### config.mk
export PLATFORM = sky130hd
export DESIGN_NAME = windowed_average_threshold_monitor_top_flat
export DESIGN_NICKNAME = d
export VERILOG_FILES = /design/src/sv/wat_pkg.sv /design/src/sv/wat_sample_if.sv /design/src/sv/wat_result_if.sv /design/src/sv/windowed_average_threshold_monitor_top.sv /design/src/sv/wat_front.sv /design/src/sv/wat_fifo.sv /design/src/sv/wat_back.sv /design/src/flat_wrapper.sv
export SDC_FILE = /design/constraint.sdc
export NUM_CORES = 1
export LEC_CHECK = 0
export ABC_AREA = 1
export BUFFER_PORTS_ARGS = -buffer_cell sky130_fd_sc_hd__buf_4
export CAP_MARGIN = 20
export CORE_AREA = 2 2 228 230
export DETAILED_ROUTE_END_ITERATION = 6
export DIE_AREA = 0 0 230 232
export HOLD_SLACK_MARGIN = 0.05
export PLACE_DENSITY = 0.76
export SLEW_MARGIN = 20
export SYNTH_ARGS = -nofsm -noshare
export SYNTH_HDL_FRONTEND = slang
export SYNTH_SLANG_ARGS = --single-unit
### constraint.sdc
create_clock -name clk -period 6.61 [get_ports clk]
set_input_delay 0 -clock clk [delete_from_list [all_inputs] [get_ports clk]]
set_output_delay 0 -clock clk [all_outputs]
set_load 0.1 [all_outputs]
### src/sv/wat_pkg.sv
// shared constants and state types for the windowed average threshold monitor
`default_nettype none
package wat_pkg;

  localparam int SAMPLE_W  = 10;
  localparam int FILL_W    = 5;
  localparam int CFG_IDX_W = 2;
  localparam int CFG_W     = 10;

  localparam logic [CFG_IDX_W-1:0] CFG_HUM_THRESH  = 2'd0;
  localparam logic [CFG_IDX_W-1:0] CFG_DUST_THRESH = 2'd1;

  localparam logic [SAMPLE_W-1:0] HUM_THRESH_RST  = 10'd600;
  localparam logic [SAMPLE_W-1:0] DUST_THRESH_RST = 10'd300;

  typedef enum logic {
    FR_IDLE,
    FR_PUSH
  } front_state_t;

  typedef enum logic [1:0] {
    BK_IDLE,
    BK_DIV,
    BK_DONE
  } back_state_t;

endpackage
`default_nettype wire

### src/sv/wat_sample_if.sv
// request channel carrying one humidity and dust sample pair
`default_nettype none
interface wat_sample_if;
  logic       valid;
  logic       ready;
  logic [9:0] humidity_sample;
  logic [9:0] dust_sample;

  modport source (output valid, output humidity_sample, output dust_sample, input ready);
  modport sink   (input valid, input humidity_sample, input dust_sample, output ready);
endinterface
`default_nettype wire

### src/sv/wat_result_if.sv
// request channel carrying one set of alarms and window averages
`default_nettype none
interface wat_result_if;
  logic       valid;
  logic       ready;
  logic       humidity_alarm;
  logic       dust_alarm;
  logic [9:0] average_humidity;
  logic [9:0] average_dust;
  logic       average_humidity_alarm;
  logic       average_dust_alarm;
  logic [4:0] window_fill;

  modport source (
    output valid, output humidity_alarm, output dust_alarm, output average_humidity,
    output average_dust, output average_humidity_alarm, output average_dust_alarm,
    output window_fill, input ready
  );
  modport sink (
    input valid, input humidity_alarm, input dust_alarm, input average_humidity,
    input average_dust, input average_humidity_alarm, input average_dust_alarm,
    input window_fill, output ready
  );
endinterface
`default_nettype wire

### src/sv/windowed_average_threshold_monitor_top.sv
// top level of the windowed average threshold monitor
// usage:
//   in_req carries one humidity/dust sample pair per request (valid/ready).
//   out_req returns one result per sample: instant alarms, window averages,
//   average alarms and the window fill count, in request order.
//   cfg_wr_en/cfg_index/cfg_data write the humidity limit (index 0) and the
//   dust limit (index 1); other indexes are ignored. write only while idle.
// timing:
//   the front end takes a sample, pushes its job, and updates the ring and totals.
//   the back end divides both totals by the fill count bit-serially, one
//   quotient bit per cycle, and takes no new job until the result is
//   loaded into the output register. this divider sets the sustained rate.
// reset:
//   rst_n clears the window, totals and fill count and loads limits 600 and 300.
// stall:
//   results wait in the output register; a two-entry queue lets the front
//   end keep taking samples until it fills, then in_req.ready drops.
`default_nettype none
module windowed_average_threshold_monitor_top #(
  parameter int WINDOW_DEPTH = 20
) (
  input  wire                         clk,
  input  wire                         rst_n,
  wat_sample_if.sink                  in_req,
  wat_result_if.source                out_req,
  input  wire                         cfg_wr_en,
  input  wire [wat_pkg::CFG_IDX_W-1:0] cfg_index,
  input  wire [wat_pkg::CFG_W-1:0]    cfg_data
);
  import wat_pkg::*;

  localparam int CNT_W   = $clog2(WINDOW_DEPTH + 1);
  localparam int TOTAL_W = 10 + CNT_W;
  localparam int JOB_W   = 20 + 2 * TOTAL_W + CNT_W;

  logic [SAMPLE_W-1:0] hum_thresh_r, dust_thresh_r;

  logic             fj_valid, fj_ready;
  logic [JOB_W-1:0] fj_data;
  logic             bj_valid, bj_ready;
  logic [JOB_W-1:0] bj_data;

  always_ff @(posedge clk) begin
    if (!rst_n) begin
      hum_thresh_r  <= HUM_THRESH_RST;
      dust_thresh_r <= DUST_THRESH_RST;
    end else if (cfg_wr_en) begin
      case (cfg_index)
        CFG_HUM_THRESH:  hum_thresh_r  <= cfg_data;
        CFG_DUST_THRESH: dust_thresh_r <= cfg_data;
        default: ;
      endcase
    end
  end

  wat_front #(.WINDOW_DEPTH(WINDOW_DEPTH)) u_front (
    .clk       (clk),
    .rst_n     (rst_n),
    .in_req    (in_req),
    .job_valid (fj_valid),
    .job_ready (fj_ready),
    .job_data  (fj_data)
  );

  wat_fifo #(.WIDTH(JOB_W)) u_fifo (
    .clk        (clk),
    .rst_n      (rst_n),
    .push_valid (fj_valid),
    .push_ready (fj_ready),
    .push_data  (fj_data),
    .pop_valid  (bj_valid),
    .pop_ready  (bj_ready),
    .pop_data   (bj_data)
  );

  wat_back #(.WINDOW_DEPTH(WINDOW_DEPTH)) u_back (
    .clk         (clk),
    .rst_n       (rst_n),
    .job_valid   (bj_valid),
    .job_ready   (bj_ready),
    .job_data    (bj_data),
    .hum_thresh  (hum_thresh_r),
    .dust_thresh (dust_thresh_r),
    .out_req     (out_req)
  );

endmodule
`default_nettype wire

### src/sv/wat_front.sv
// front end: sample ring, running totals and fill count, one job per request
`default_nettype none
module wat_front #(
  parameter int  WINDOW_DEPTH = 20,
  localparam int SLOT_W  = (WINDOW_DEPTH > 1) ? $clog2(WINDOW_DEPTH) : 1,
  localparam int CNT_W   = $clog2(WINDOW_DEPTH + 1),
  localparam int TOTAL_W = 10 + CNT_W,
  localparam int JOB_W   = 20 + 2 * TOTAL_W + CNT_W
) (
  input  wire               clk,
  input  wire               rst_n,
  wat_sample_if.sink        in_req,
  output logic              job_valid,
  input  wire               job_ready,
  output logic [JOB_W-1:0]  job_data
);
  import wat_pkg::*;

  front_state_t state_r, state_nxt;

  logic [SAMPLE_W-1:0]   hum_r, dust_r;
  logic [SLOT_W-1:0]     slot_r, slot_nxt;
  logic [CNT_W-1:0]      fill_r, fill_nxt;
  logic [TOTAL_W-1:0]    htot_r, htot_nxt, dtot_r, dtot_nxt;
  logic [2*SAMPLE_W-1:0] ring_mem [WINDOW_DEPTH];
  logic [2*SAMPLE_W-1:0] old_r;
  logic                  take;
  logic                  commit;
  logic                  full;

  assign take = in_req.valid && in_req.ready;
  assign full = (fill_r == CNT_W'(WINDOW_DEPTH));

  // next state
  always_comb begin
    state_nxt = state_r;
    case (state_r)
      FR_IDLE: if (in_req.valid) state_nxt = FR_PUSH;
      FR_PUSH: if (job_ready) state_nxt = FR_IDLE;
      default: state_nxt = FR_IDLE;
    endcase
  end

  // outputs
  always_comb begin
    in_req.ready = 1'b0;
    job_valid    = 1'b0;
    case (state_r)
      FR_IDLE: in_req.ready = 1'b1;
      FR_PUSH: job_valid    = 1'b1;
      default: ;
    endcase
  end

  assign commit = job_valid && job_ready;

  always_comb begin
    htot_nxt = htot_r + TOTAL_W'(hum_r);
    dtot_nxt = dtot_r + TOTAL_W'(dust_r);
    fill_nxt = fill_r;
    if (full) begin
      htot_nxt = htot_nxt - TOTAL_W'(old_r[2*SAMPLE_W-1:SAMPLE_W]);
      dtot_nxt = dtot_nxt - TOTAL_W'(old_r[SAMPLE_W-1:0]);
    end else begin
      fill_nxt = fill_r + CNT_W'(1);
    end
    slot_nxt = (slot_r == SLOT_W'(WINDOW_DEPTH - 1)) ? '0 : slot_r + SLOT_W'(1);
  end

  assign job_data = {hum_r, dust_r, htot_nxt, dtot_nxt, fill_nxt};

  always_ff @(posedge clk) begin
    if (!rst_n) begin
      state_r <= FR_IDLE;
      slot_r  <= '0;
      fill_r  <= '0;
      htot_r  <= '0;
      dtot_r  <= '0;
    end else begin
      state_r <= state_nxt;
      if (commit) begin
        slot_r <= slot_nxt;
        fill_r <= fill_nxt;
        htot_r <= htot_nxt;
        dtot_r <= dtot_nxt;
      end
    end
  end

  always_ff @(posedge clk) begin
    if (take) begin
      hum_r  <= in_req.humidity_sample;
      dust_r <= in_req.dust_sample;
    end
  end

  // ring memory, registered read of the oldest slot
  always_ff @(posedge clk) begin
    if (commit) ring_mem[slot_r] <= {hum_r, dust_r};
    old_r <= ring_mem[slot_r];
  end

endmodule
`default_nettype wire

### src/sv/wat_fifo.sv
// two-entry job queue between the front end and the divider
`default_nettype none
module wat_fifo #(
  parameter int WIDTH = 60
) (
  input  wire              clk,
  input  wire              rst_n,
  input  wire              push_valid,
  output logic             push_ready,
  input  wire [WIDTH-1:0]  push_data,
  output logic             pop_valid,
  input  wire              pop_ready,
  output logic [WIDTH-1:0] pop_data
);

  logic [WIDTH-1:0] buf_mem [2];
  logic             wr_ptr_r, rd_ptr_r;
  logic [1:0]       count_r;
  logic             do_push, do_pop;

  assign push_ready = (count_r != 2'd2);
  assign pop_valid  = (count_r != 2'd0);
  assign pop_data   = buf_mem[rd_ptr_r];
  assign do_push    = push_valid && push_ready;
  assign do_pop     = pop_valid && pop_ready;

  always_ff @(posedge clk) begin
    if (!rst_n) begin
      wr_ptr_r <= 1'b0;
      rd_ptr_r <= 1'b0;
      count_r  <= 2'd0;
    end else begin
      if (do_push) wr_ptr_r <= ~wr_ptr_r;
      if (do_pop) rd_ptr_r <= ~rd_ptr_r;
      if (do_push && !do_pop) begin
        count_r <= count_r + 2'd1;
      end else if (do_pop && !do_push) begin
        count_r <= count_r - 2'd1;
      end
    end
  end

  always_ff @(posedge clk) begin
    if (do_push) buf_mem[wr_ptr_r] <= push_data;
  end

endmodule
`default_nettype wire

### src/sv/wat_back.sv
// back end: serial divide of both totals by the fill count, alarms, output register
`default_nettype none
module wat_back #(
  parameter int  WINDOW_DEPTH = 20,
  localparam int CNT_W   = $clog2(WINDOW_DEPTH + 1),
  localparam int TOTAL_W = 10 + CNT_W,
  localparam int JOB_W   = 20 + 2 * TOTAL_W + CNT_W
) (
  input  wire              clk,
  input  wire              rst_n,
  input  wire              job_valid,
  output logic             job_ready,
  input  wire [JOB_W-1:0]  job_data,
  input  wire [9:0]        hum_thresh,
  input  wire [9:0]        dust_thresh,
  wat_result_if.source     out_req
);
  import wat_pkg::*;

  localparam int STEP_W = $clog2(TOTAL_W + 1);

  back_state_t state_r, state_nxt;

  logic [SAMPLE_W-1:0] hum_r, dust_r;
  logic [TOTAL_W-1:0]  hq_r, dq_r;
  logic [CNT_W-1:0]    hrem_r, drem_r;
  logic [CNT_W-1:0]    div_r;
  logic [STEP_W-1:0]   step_r;
  logic                load_job, div_step, load_out, last_step;

  logic [CNT_W:0]      hshift, dshift;
  logic                hbit, dbit;
  logic [CNT_W:0]      hdiff, ddiff;

  logic                out_valid_r;
  logic                hum_alarm_r, dust_alarm_r, avg_hum_alarm_r, avg_dust_alarm_r;
  logic [SAMPLE_W-1:0] avg_hum_r, avg_dust_r;
  logic [FILL_W-1:0]   fill_out_r;

  assign last_step = (step_r == STEP_W'(1));

  // next state
  always_comb begin
    state_nxt = state_r;
    case (state_r)
      BK_IDLE: if (job_valid) state_nxt = BK_DIV;
      BK_DIV:  if (last_step) state_nxt = BK_DONE;
      BK_DONE: if (!out_valid_r || out_req.ready) state_nxt = BK_IDLE;
      default: state_nxt = BK_IDLE;
    endcase
  end

  // outputs
  always_comb begin
    job_ready = 1'b0;
    div_step  = 1'b0;
    load_out  = 1'b0;
    case (state_r)
      BK_IDLE: job_ready = 1'b1;
      BK_DIV:  div_step  = 1'b1;
      BK_DONE: load_out  = !out_valid_r || out_req.ready;
      default: ;
    endcase
  end

  assign load_job = job_valid && job_ready;

  // one restoring step for each total
  always_comb begin
    hshift = {hrem_r, hq_r[TOTAL_W-1]};
    dshift = {drem_r, dq_r[TOTAL_W-1]};
    hdiff  = hshift - {1'b0, div_r};
    ddiff  = dshift - {1'b0, div_r};
    hbit   = (hshift >= {1'b0, div_r});
    dbit   = (dshift >= {1'b0, div_r});
  end

  always_ff @(posedge clk) begin
    if (!rst_n) begin
      state_r     <= BK_IDLE;
      out_valid_r <= 1'b0;
    end else begin
      state_r <= state_nxt;
      if (load_out) begin
        out_valid_r <= 1'b1;
      end else if (out_req.ready) begin
        out_valid_r <= 1'b0;
      end
    end
  end

  always_ff @(posedge clk) begin
    if (load_job) begin
      {hum_r, dust_r, hq_r, dq_r, div_r} <= job_data;
      hrem_r <= '0;
      drem_r <= '0;
      step_r <= STEP_W'(TOTAL_W);
    end else if (div_step) begin
      hq_r   <= {hq_r[TOTAL_W-2:0], hbit};
      dq_r   <= {dq_r[TOTAL_W-2:0], dbit};
      hrem_r <= hbit ? hdiff[CNT_W-1:0] : hshift[CNT_W-1:0];
      drem_r <= dbit ? ddiff[CNT_W-1:0] : dshift[CNT_W-1:0];
      step_r <= step_r - STEP_W'(1);
    end
  end

  always_ff @(posedge clk) begin
    if (load_out) begin
      hum_alarm_r      <= (hum_r >= hum_thresh);
      dust_alarm_r     <= (dust_r >= dust_thresh);
      avg_hum_r        <= hq_r[SAMPLE_W-1:0];
      avg_dust_r       <= dq_r[SAMPLE_W-1:0];
      avg_hum_alarm_r  <= (hq_r >= TOTAL_W'(hum_thresh));
      avg_dust_alarm_r <= (dq_r >= TOTAL_W'(dust_thresh));
      fill_out_r       <= FILL_W'(div_r);
    end
  end

  assign out_req.valid                  = out_valid_r;
  assign out_req.humidity_alarm         = hum_alarm_r;
  assign out_req.dust_alarm             = dust_alarm_r;
  assign out_req.average_humidity       = avg_hum_r;
  assign out_req.average_dust           = avg_dust_r;
  assign out_req.average_humidity_alarm = avg_hum_alarm_r;
  assign out_req.average_dust_alarm     = avg_dust_alarm_r;
  assign out_req.window_fill            = fill_out_r;

endmodule
`default_nettype wire
### src/flat_wrapper.sv
// flat-port wrapper written by rule: the top's interface ports become plain ports
module windowed_average_threshold_monitor_top_flat import wat_pkg::*;
#(
  parameter int WINDOW_DEPTH = 20
)
  (clk, rst_n, cfg_wr_en, cfg_index, cfg_data, in_req_valid, in_req_humidity_sample, in_req_dust_sample, in_req_ready, out_req_valid, out_req_humidity_alarm, out_req_dust_alarm, out_req_average_humidity, out_req_average_dust, out_req_average_humidity_alarm, out_req_average_dust_alarm, out_req_window_fill, out_req_ready);
  wat_sample_if in_req_i ();
  wat_result_if out_req_i ();
  input  wire clk;
  input  wire rst_n;
  input  wire cfg_wr_en;
  input  wire [wat_pkg::CFG_IDX_W-1:0] cfg_index;
  input  wire [wat_pkg::CFG_W-1:0] cfg_data;
  input wire logic [$bits(in_req_i.valid)-1:0] in_req_valid;
  input wire logic [$bits(in_req_i.humidity_sample)-1:0] in_req_humidity_sample;
  input wire logic [$bits(in_req_i.dust_sample)-1:0] in_req_dust_sample;
  output wire logic [$bits(in_req_i.ready)-1:0] in_req_ready;
  output wire logic [$bits(out_req_i.valid)-1:0] out_req_valid;
  output wire logic [$bits(out_req_i.humidity_alarm)-1:0] out_req_humidity_alarm;
  output wire logic [$bits(out_req_i.dust_alarm)-1:0] out_req_dust_alarm;
  output wire logic [$bits(out_req_i.average_humidity)-1:0] out_req_average_humidity;
  output wire logic [$bits(out_req_i.average_dust)-1:0] out_req_average_dust;
  output wire logic [$bits(out_req_i.average_humidity_alarm)-1:0] out_req_average_humidity_alarm;
  output wire logic [$bits(out_req_i.average_dust_alarm)-1:0] out_req_average_dust_alarm;
  output wire logic [$bits(out_req_i.window_fill)-1:0] out_req_window_fill;
  input wire logic [$bits(out_req_i.ready)-1:0] out_req_ready;
  assign in_req_i.valid = in_req_valid;
  assign in_req_i.humidity_sample = in_req_humidity_sample;
  assign in_req_i.dust_sample = in_req_dust_sample;
  assign in_req_ready = in_req_i.ready;
  assign out_req_valid = out_req_i.valid;
  assign out_req_humidity_alarm = out_req_i.humidity_alarm;
  assign out_req_dust_alarm = out_req_i.dust_alarm;
  assign out_req_average_humidity = out_req_i.average_humidity;
  assign out_req_average_dust = out_req_i.average_dust;
  assign out_req_average_humidity_alarm = out_req_i.average_humidity_alarm;
  assign out_req_average_dust_alarm = out_req_i.average_dust_alarm;
  assign out_req_window_fill = out_req_i.window_fill;
  assign out_req_i.ready = out_req_ready;
  windowed_average_threshold_monitor_top #(.WINDOW_DEPTH(WINDOW_DEPTH)) u_core (.clk(clk), .rst_n(rst_n), .in_req(in_req_i), .out_req(out_req_i), .cfg_wr_en(cfg_wr_en), .cfg_index(cfg_index), .cfg_data(cfg_data));
endmodule
After elaboration in Yosys (flattened, before gate mapping)

Memories as Yosys holds them, arrays and structs flattened. A register that Yosys moved wholly into a read port is not among the register bits.
Index checks and enable logic that the tools add are counted.
W data, S select, Z words.

Flip-flop bits (word level): 186
Memory bits (writable): 510
Bits of input ports: 37
Output and inout port bits: 31
Memories kept: 2

$add $sub $neg: 11
Order comparisons: 6
Equal/unequal tests: 10
Mux-type cells: 30
Bitwise operators: 3
Reductions and logical operators: 18

Memories:

| name                    | words | width | read ports | clocked after memory_dff | wr ports | line            | text |
|---|---|---|---|---|---|---|---|
| u_core.u_front.ring_mem | 20    | 20    | 1          | 1                        | 1        | wat_front.sv:25 | `logic [2*SAMPLE_W-1:0] ring_mem [WINDOW_DEPTH];` |
| u_core.u_fifo.buf_mem   | 2     | 55    | 1          | 1                        | 1        | wat_fifo.sv:16  | `logic [WIDTH-1:0] buf_mem [2];` |

Operator list:

| cell                  | number |
|---|---|
| $mux W15              | 6 |
| $add A15 B10 Y15      | 2 |
| $ge A15 B10 Y1        | 2 |
| $sub A15 B10 Y15      | 2 |
| $ge A10 B10 Y1        | 2 |
| $mux W5               | 4 |
| $mux W1               | 13 |
| $ge A6 B5 Y1          | 2 |
| $add A5 B1 Y5 const B | 2 |
| $eq A5 B5 Y1 const B  | 2 |
| $mux W2               | 5 |
| $sub A5 B5 Y5         | 2 |
| $reduce_bool A2 Y1    | 4 |
| $ne A2 B2 Y1 const B  | 3 |
| $pmux W2 S3           | 1 |
| $logic_and A1 B1 Y1   | 5 |
| $eq A2 B1 Y1 const B  | 2 |
| $eq A4 B1 Y1 const B  | 1 |
| $logic_not A2 Y1      | 2 |
| $reduce_and A2 Y1     | 2 |
| $sub A4 B1 Y4 const B | 1 |
| $logic_not A1 Y1      | 3 |
| $not A1 Y1            | 3 |
| $reduce_and A3 Y1     | 1 |
| other kinds (6)       | 6 |

Longest topological paths before layout

Depth after elaboration: 6
Gate-level depth with buffers: 20
Gate-level depth less buffers: 20

By module

A second synthesis with hierarchy kept.

Cell total of the unflattened synthesis: 2729
Area, all modules: 31315.0 um^2

By module, submodules not included:

| module                                 | times used | cells each | area each (um^2) |
|---|---|---|---|
| wat_front                              | 1          | 1890       | 20843.7 |
| wat_back                               | 1          | 517        | 5177.5 |
| wat_fifo                               | 1          | 208        | 4461.8 |
| windowed_average_threshold_monitor_top | 1          | 114        | 832.0 |

Worst setup path before layout

No wires, ideal clock.

Kind: flip-flop to flip-flop
From: register u_core.u_front.state_r
To: memory u_core.u_fifo.buf_mem[1][0] (netlist name), enable pin
Data arrival time: 3.541 ns
Slack: 2.600 ns
Cell stages (with the launch flop): 5
Buffers on the path: 0
Period minus slack after synthesis: 4.010 ns
Path through: dfxtp_1 > inv_1 > a21oi_4 > inv_2 > nor2_1

Cells in the longest elaborated chain, start to end: 4

Ends and longest elaborated chain:

| what                          | line            | text |
|---|---|---|
| from (decl)                   | wat_front.sv:19 | `front_state_t state_r, state_nxt;` |
| from (signal assigned)        | wat_front.sv:80 | `state_r <= state_nxt;` |
| $mux W1                       | wat_front.sv:48 | `case (state_r)` |
| $logic_and A1 B1 Y1           | wat_fifo.sv:24  | `assign do_push = push_valid && push_ready;` |
| via u_core.u_fifo.do_push     | wat_fifo.sv:19  | `logic do_push, do_pop;` |
| $mux W1                       | wat_fifo.sv:44  | `if (do_push) buf_mem[wr_ptr_r] <= push_data;` |
| $mux W1 (implied by the code) | wat_fifo.sv:44  |  |
| to (decl)                     | wat_fifo.sv:16  |  |

The timed path passes the listed nets, and every way through them passes these cells.

Final worst setup path

From: register u_core.u_front.hum_r[1]
To: memory u_core.u_fifo.buf_mem[0][34] (netlist name), data pin

Cells in the longest elaborated chain, start to end: 3

Ends and longest elaborated chain:

| what                   | line                                         | text |
|---|---|---|
| from (decl)            | wat_front.sv:21                              | `logic [SAMPLE_W-1:0] hum_r, dust_r;` |
| from (signal assigned) | wat_front.sv:92                              | `hum_r <= in_req.humidity_sample;` |
| $add A15 B10 Y15 *     | wat_front.sv:58                              | `htot_nxt = htot_r + TOTAL_W'(hum_r);` |
| $sub A15 B10 Y15       | wat_front.sv:62                              | `htot_nxt = htot_nxt - TOTAL_W'(old_r[2*SAMPLE_W-1:SAMPLE_W]);` |
| $mux W15 *             | wat_front.sv:61                              | `if (full) begin` |
| via u_core.fj_data[34] | windowed_average_threshold_monitor_top.sv:39 | `logic [JOB_W-1:0] fj_data;` |

The timed path passes the listed nets; every way through them passes the cells marked *.

==> metrics <==
outcome=finished, final reports clean; Synth cell types=52; global-route wire length before repair=108 mm; Ys Warns=0; layout cells sized above 1=0.111; PortBufs=67; via count=20300; Worst setup endpoint=u_core.u_fifo.buf_mem[0][34]; clock transition at the registers of the reported paths=60 ps; Max-slew headroom=0.251; Remaining DRCs=0; Pwr Total=12900 uW; path length in cells of the critical path=17; Clk Latency, worst-skew pair=630 ps; R2R Setup Slk=2990 ps; CP Class=reg -> reg; post-DR vias/cell=5.86; # nets final=2871; # diodes=0; vias in the first global route=20000; Critical Path RT=6990 ps; Total GRT Usage=0.261; Final ANT Viol Nets=0; GRT Residual Overflow=0; P&R area growth vs syn=14.1%; PwrDens=374 nW/um^2; Clock Sinks=717; Worst VDD drop=0.335 mV; critical path's top delay family=simple AND/OR/NAND/NOR gates; crit path launch=u_core.u_front.hum_r[1]; Place WS=3050 ps; CP Max Fanout=24; ys async rst share=0; worst path cell trace=fa_1, nand3_1, nand3_1, nand2_1, nand2_1, xor2_1, ha_1, nand2_1, nor3_1, nand2_1, nand3_1, a21oi_1, nand2_2, nor2_2, nand3_1, nand2_1, inv_1; CP Capture Type=flop; DR WL/cell=20.0 um; Post-Route Skew=20.3 ps; ys flop type=edfxtp_1; unrepaired setup endpoints after global routing=false; core area=50900 um^2; max_cap viols=0; Slew @ Worst Pin=1120 ps; total wire length=69.3 mm; first-pass detailed-route iteration total=5; initial antenna violation count=0; total number of H-tree levels=3; reg-to-reg endpoint=u_core.u_fifo.buf_mem[0][34]; sequential cell area fraction in the yosys report=0.676; Max Fclk=276 MHz; initial core utilization=0.596; Fin Setup TNS=0 ps; largest net degree at the start of global routing=104; Slew Limit Fails=0; Leak=0.0130 uW; CTS tree=yes; Mapped Area=30300 um^2; GPL Wtd Cong=0.915; cts bufs inserted=72; PnR worst setup slack=2990 ps; Die Span Y=232 um; origin of the critical flop-to-flop path=u_core.u_front.hum_r[1]; Row Count=83; Critical Path Max Stage Delay=700 ps; Post-synth EDFFs=614; crit path time final=3620 ps; R2R depth=17; Die ar.=53400 um^2; Crit path buffers/inverters=1; synthesized netlist cell count=2584; worst hold path class=in -> reg; Slowest-stage cell, CP=edfxtp_1; CTS Root Cell=clkbuf_16; Setup-failing EPs final=0; initial detailed-routing violation count=2067; final hold violation count=0; Syn Nets=2726; CP Launch Type=flop; Critical Path AT=4000 ps; Hold Slack=98.4 ps; deepest clock path buffer count=3; synthesized area per cell=11.7 um^2; most used cell, CP=nand2_1; hpwl dp=42.7 mm; flop and latch count out of synthesis=717; Die Wd=230 um; fin crit share=0.548; num ports=68
==> state kept, by name, indices dropped and copies added, names as in the netlist, 2 cells and up, named ones only <==
signal and flops:
u_core.u_front.dtot_r 15, u_core.u_fifo.buf_mem 110, u_core.u_back.drem_r 5, u_core.u_back.out_req.average_dust 10, u_core.u_back.out_req.average_humidity 10, u_core.u_back.dust_r 10, u_core.u_back.state_r 2, u_core.u_back.step_r 4
u_core.u_back.hq_r 15, u_core.u_back.div_r 5, u_core.u_front.hum_r 10, u_core.u_front.ring_mem 400, u_core.u_back.dq_r 15, u_core.u_front.fill_r 5, u_core.dust_thresh_r 10, u_core.u_fifo.count_r 2
u_core.u_front.slot_r 5, u_core.u_back.hum_r 10, u_core.u_front.dust_r 10, u_core.hum_thresh_r 10, u_core.u_front.htot_r 15, u_core.u_front.old_r 20, u_core.u_back.hrem_r 5, u_core.u_back.out_req.window_fill 5
==> layout by cell type, fill, tap and decap left out, types with 19 or more instances in the layout <==
cell           netlist  layout
buf_4                8     124
mux2_2              25      25
nand3_1             69      69
dlygate4sd3_1        0      53
o22ai_1            101     101
ha_1                99      99
clkbuf_1            64      19
xor2_1              22      22
clkbuf_16            0      73
a22o_1              28      28
nor2_1             297     278
nor2_2               9      22
clkinv_1             2      20
o21ai_0            320     320
nand2_1            350     350
dfxtp_1            103     100
o21ai_1             20      20
inv_1              200     199
edfxtp_1           614     614
a21oi_1             95      95
==> metal layers <==
layer	vias to the layer above	track usage	wire [um]
met5	-	0	0
met4	0	0.0927	2070
met3	161	0.0431	4870
met2	782	0.444	34300
met1	9884	0.341	28000
li1	9478	-	-
==> cell type report <==
class / count / area, um^2
flip-flops and latches: 717 / 20500
inverters: 209 / 787
clock buffers: 93 / 1910
repair buffers: 177 / 1460
multi-input cells: 1552 / 8650
well taps: 680 / 851
fillers: 3583 / 16300
clock inverters: 39 / 414
==> timing repair <==
| item | in CTS | in global routing |
|---|---|---|
| setup buffers | 0 | 0 |
| hold buffers | 53 | 0 |
| resized for setup | 0 | 0 |
| endpoints found under the hold margin | 53 | 0 |
==> stage by stage <==
step	std cells	cell area, um^2	util
2_1_floorplan	2584	30300	-
3_3_place_gp	3282	31700	0.623
3_5_place_dp	3282	31700	0.623
4_1_cts	3467	34600	0.680
5_1_grt	3467	34600	0.680
6_report	3467	34600	0.680
==> where the power goes <==
| group | leakage [uW] | internal [uW] | total, uW | switching [uW] |
|---|---|---|---|---|
| sequential | 0.00644 | 5570 | 5830 | 257 |
| combinational | 0.00540 | 987 | 3060 | 2080 |
| clock | 0.00112 | 2330 | 4030 | 1690 |
| total | 0.0130 | 8890 | 12900 | 4030 |
==> synth_stat cells, drive strengths merged (13+ instances only) <==
library cell	count	share of area
nand3	73	0.013
dfxtp	103	0.068
mux2	25	0.0093
xnor2	13	0.0038
edfxtp	614	0.61
o21ai	342	0.057
ha	99	0.041
nand2	363	0.046
a22o	28	0.0081
a21oi	96	0.016
o22ai	101	0.021
xor2	23	0.0073
buf	41	0.0076
clkbuf	65	0.0081
nor2	308	0.039
inv	207	0.026
nand4	16	0.0033
o211ai	17	0.0042
==> worst min path at each step <==
stage / startpoint / to / depth (start not counted)
finish: in_req_humidity_sample[8] / u_core.u_front.hum_r[8] / 2
global placement: in_req_humidity_sample[5] / u_core.u_front.hum_r[5] / 1
detailed placement: in_req_dust_sample[4] / u_core.u_front.dust_r[4] / 1
CTS: in_req_dust_sample[5] / u_core.u_front.dust_r[5] / 2
global route: in_req_humidity_sample[5] / u_core.u_front.hum_r[5] / 2
floorplan: in_req_dust_sample[0] / u_core.u_front.dust_r[0] / 0
==> kinds of logic after synthesis <==
family / Yosys count / share of synthesized area
adders and majority gates: 105 / 0.0448
xor gates and xnor gates: 36 / 0.0110
AOI/OAI and AO/OA: 607 / 0.112
DFF: 717 / 0.676
buffers and inverters: 315 / 0.0415
and+or+nand+nor: 779 / 0.105
muxes: 25 / 0.00929
Note: power is estimated with default switching activity, not from simulation.
